File: src/rtl/core/assert_macros.svh
// Assertion macros shared by the allocator RTL.
`ifndef ASSERT_MACROS_SVH
`define ASSERT_MACROS_SVH
`ifndef SYNTHESIS
// Checked property, switched off while reset is high
`define BPA_ASSERT(lbl, clk, rst, prop, msg) \
  lbl: assert property (@(posedge clk) disable iff (rst) (prop)) else $error(msg);
// Checked property that also holds during reset
`define BPA_ASSERT_RST(lbl, clk, prop, msg) \
  lbl: assert property (@(posedge clk) (prop)) else $error(msg);
`else
`define BPA_ASSERT(lbl, clk, rst, prop, msg)
`define BPA_ASSERT_RST(lbl, clk, prop, msg)
`endif
`endif

File: src/rtl/core/bpa_pkg.sv
// Shared types and constants of the bitmap page allocator.
package bpa_pkg;

  // Fixed word field widths
  localparam int CMD_W    = 2;
  localparam int PAGE_W   = 16;
  localparam int STATUS_W = 3;
  localparam int CFG_W    = 17;

  // Default sizing
  localparam int DEF_MAX_PAGES = 65536;
  localparam int DEF_WORD_BITS = 32;

  // Register port
  localparam int APB_AW = 3;
  localparam int APB_DW = 32;
  localparam logic [APB_AW-3:0] REG_TOTAL_PAGES = '0;

  typedef enum logic [CMD_W-1:0] {
    CMD_ALLOC   = 2'd0,
    CMD_FREE    = 2'd1,
    CMD_RESERVE = 2'd2
  } cmd_t;

  typedef enum logic [STATUS_W-1:0] {
    ST_OK      = 3'd0,
    ST_OOM     = 3'd1,
    ST_INVALID = 3'd2,
    ST_DOUBLE  = 3'd3,
    ST_NULL    = 3'd4
  } status_t;

  typedef enum logic [2:0] {
    S_CLEAR,
    S_IDLE,
    S_DECODE,
    S_ALLOC,
    S_PAGE,
    S_RESP
  } state_t;

endpackage

File: src/rtl/core/bpa_cfg.sv
// Register port of the allocator: page total register with saturation.
module bpa_cfg #(
  parameter int MAX_PAGES = bpa_pkg::DEF_MAX_PAGES,
  parameter int CNT_W     = $clog2(bpa_pkg::DEF_MAX_PAGES + 1)
) (
  input  logic                       clk,
  input  logic                       rst,
  input  logic                       psel,
  input  logic                       penable,
  input  logic                       pwrite,
  input  logic [bpa_pkg::APB_AW-1:0] paddr,
  input  logic [bpa_pkg::APB_DW-1:0] pwdata,
  output logic [bpa_pkg::APB_DW-1:0] prdata,
  output logic                       pready,
  output logic [CNT_W-1:0]           total,
  output logic                       total_load,
  output logic [CNT_W-1:0]           load_value
);
  import bpa_pkg::*;

  localparam int CW = (CNT_W > CFG_W) ? CNT_W : CFG_W;

  logic            reg_hit;
  logic [CFG_W-1:0] wr_raw;

  assign pready  = 1'b1;
  assign reg_hit = (paddr[APB_AW-1:2] == REG_TOTAL_PAGES);
  assign wr_raw  = pwdata[CFG_W-1:0];

  // Write strobe and saturated value
  assign total_load = psel && penable && pwrite && pready && reg_hit;
  always_comb begin
    if (CW'(wr_raw) > CW'(MAX_PAGES)) begin
      load_value = CNT_W'(MAX_PAGES);
    end else begin
      load_value = CNT_W'(wr_raw);
    end
  end

  // Page total register
  always_ff @(posedge clk) begin
    if (rst) begin
      total <= CNT_W'(MAX_PAGES);
    end else if (total_load) begin
      total <= load_value;
    end
  end

  // Read back
  always_comb begin
    if (psel && reg_hit) begin
      prdata = APB_DW'(total);
    end else begin
      prdata = '0;
    end
  end

endmodule

File: config.mk
export PLATFORM = sky130hd
export DESIGN_NAME = bpa_cfg
export DESIGN_NICKNAME = d
export VERILOG_FILES = /design/src/rtl/core/assert_macros.svh /design/src/rtl/core/bpa_pkg.sv /design/src/rtl/core/bpa_cfg.sv
export SDC_FILE = /design/constraint.sdc
export NUM_CORES = 1
export LEC_CHECK = 0
export BUFFER_PORTS_ARGS = -buffer_cell sky130_fd_sc_hd__clkbuf_2
export CORE_MARGIN = 2
export CORE_UTILIZATION = 35
export DETAILED_ROUTE_END_ITERATION = 10
export HOLD_SLACK_MARGIN = 0.03
export PLACE_DENSITY_LB_ADDON = 0.08
export SYNTH_ARGS = -nofsm -noshare
export SYNTH_HDL_FRONTEND = slang
export SYNTH_SLANG_ARGS = --single-unit
File: constraint.sdc
create_clock -name clk -period 2.25 [get_ports clk]
set_input_delay 0.5625 -clock clk [delete_from_list [all_inputs] [get_ports clk]]
set_output_delay 0.5625 -clock clk [all_outputs]
set_load 0.02 [all_outputs]
==> out/qor.txt <==
final cell count without fillers - 196
Worst-path clk slew - 0.09 ns
Worst setup SP type - primary input
initial antenna violation count - 0
power per cell area - 481.4 mW/mm^2
Worst Max-Slew Pin Slew - 0.6558 ns
post-cts sizing count - 0
vias in the first global route - 644
Initial Utilization - 36.97%
Port Buffers - 74
CTS tree - done
post-synth top area cell - dfxtp_1
final worst slack - 0.3366 ns
Top Registers - total (17)
DRT antenna net count - 0
Hold Path Origin - rst
RSZ-0062 raised after global routing - false
vias per cell - 4.403
I/O pins - 108
Crit. End Element - output port
outcome - complete, no violations
crit path from - paddr[2]
CTS H-tree depth - 1
die area - 0.003042 mm^2
DR WL/cell - 11.10 um
post-route clock period utilization - 85.04%
clock root cell - clkbuf_4
Clock Path Buffers - 2
Slew Viols, Final - 0
Avg Inst Size Synth - 9.540 um^2
Synth Register Bits - 17
most frequent CP cell - clkbuf_2
ranking of synthesized cells by area - dfxtp_1 37%, a22o_1 15%, buf_4 13%
GPL Wtd Cong - 0.6322
Final Skew - 0 ns
All-Layer GR Usage - 13.92%
layout cells sized above 1 - 48.80%
dpl cells - 192
final core utilization - 49.80%
synth unique cells - 15
first-pass GRT wire length - 2.994 mm
Vias - 863
worst skew pair latency - 0.27 ns
DP Wirelength - 1.649 mm
crit-path cells - clkbuf_2, and2b_2, and2_1, clkbuf_2
Layout area overhead - 34.70%
worst-case vdd ir drop - 0.2638 mV
post-layout power - 0.5939 mW
slew margin rel. - 56.23%
sequential area share after synthesis - 37.16%
crit path buf inv count - 2
max incr delay on CP - 0.36 ns
Largest Register - total
Critical Path RT - 1.69 ns
share of the synthesized area in the top cell type - 37.16%
CP top delay family - simple AND/OR/NAND/NOR gates
Overflow after GRT - 0
Core Area - 0.002477 mm^2
Yosys Warn Count - 0
first-pass iteration count of the detailed router - 4
Worst path slowest cell - and2b_2
largest net degree at the start of global routing - 19
post-layout min period - 1.913 ns
drt drc - 0
Final TNS setup - 0 ns
Hold Fails Final Rpt - 0
crit-path max FO - 17
final WL - 2.175 mm
setup slack at placement - 0.3297 ns
Num CTS Buffers - 3
ANT cells - 0
number of max-cap violations - 0
worst hold slack - 0.5037 ns
Peak Freq - 522.6 MHz
Initial DRC Count - 6
Syn Std Cell Area - 915.9 um^2
leak pwr - 0.6875 nW
Post-CTS Hold Buffers - 0
arrival time at the worst endpoint - 1.35 ns
Post-DP Area - 0.001207 mm^2
num rows - 18
number of setup violations in the final report - 0
clk sinks - 17
CP Class - primary input to output port
Die Wd - 55.16 um
post-CTS setup buffers - 0
max reg flops - 17
Synth Instances - 96
worst min-delay path class - primary input to register
worst flop-to-flop path startpoint - total[16]
fin area - 0.001234 mm^2
DIE HEIGHT - 55.16 um
Final nets - 207
Yosys cell counts:
library cell  number
nor2_2             1
and2_1            17
and2b_1            1
a211o_2            1
buf_12             1
buf_2              2
buf_6              1
conb_1             2
clkbuf_1           2
nor2b_1           17
a22o_1            16
and2b_2            1
buf_4             16
and4b_4            1
dfxtp_1           17
power by group:
| part | leakage (nW) | internal (mW) | switching [mW] |
|---|---|---|---|
| clock | 0.0150 | 0.0687 | 0.0867 |
| combinational | 0.535 | 0.0417 | 0.0891 |
| sequential | 0.137 | 0.305 | 0.00278 |
| total | 0.687 | 0.415 | 0.179 |
cell type report:
class	instances	area, um^2
clock buffer	4	26.28
fill	254	1244
timing repair buffer	74	370.4
multi-input combinational	71	459.2
tap	30	37.54
sequential	17	340.3
path summary, 6_finish.rpt:
check,to,slack (ns),cells past startpoint
worst max-delay path,prdata[10],0.34,4
worst min-delay path,total[16],0.50,2
worst max register to register,total[16],1.41,2
worst min register to register,total[7],0.51,1
cells by family (layout without fill, tap and decap cells):
| group | count (synthesis) | after routing | share of synthesized area [%] |
|---|---|---|---|
| AOI/OAI and AO/OA | 17 | 17 | 16.39 |
| other | 2 | 16 | 0.8200 |
| DFF | 17 | 17 | 37.16 |
| buffers and inverters | 22 | 78 | 18.44 |
| and+or+nand+nor | 38 | 38 | 27.19 |
metal layers:
| layer | GRT usage, % | share of wire, % |
|---|---|---|
| met5 | 0 | 0 |
| met4 | 6.098 | 0.87 |
| met1 | 17.52 | 43 |
| met3 | 2.419 | 7.4 |
| met2 | 23.21 | 48 |
layout by cell type, fill, tap and decap left out:
master    netlist  layout
and2b_2         1       1
a22o_1         16      16
clkbuf_2        0      74
and2b_1         1       1
and2_1         17      17
nor2b_1        17      17
dfxtp_1        17      17
clkbuf_1        2       1
nor2_2          1       1
conb_1          2      16
a211o_2         1       1
and4b_4         1       1
clkbuf_4        0       3
Power figures use the tool's default switching activity.
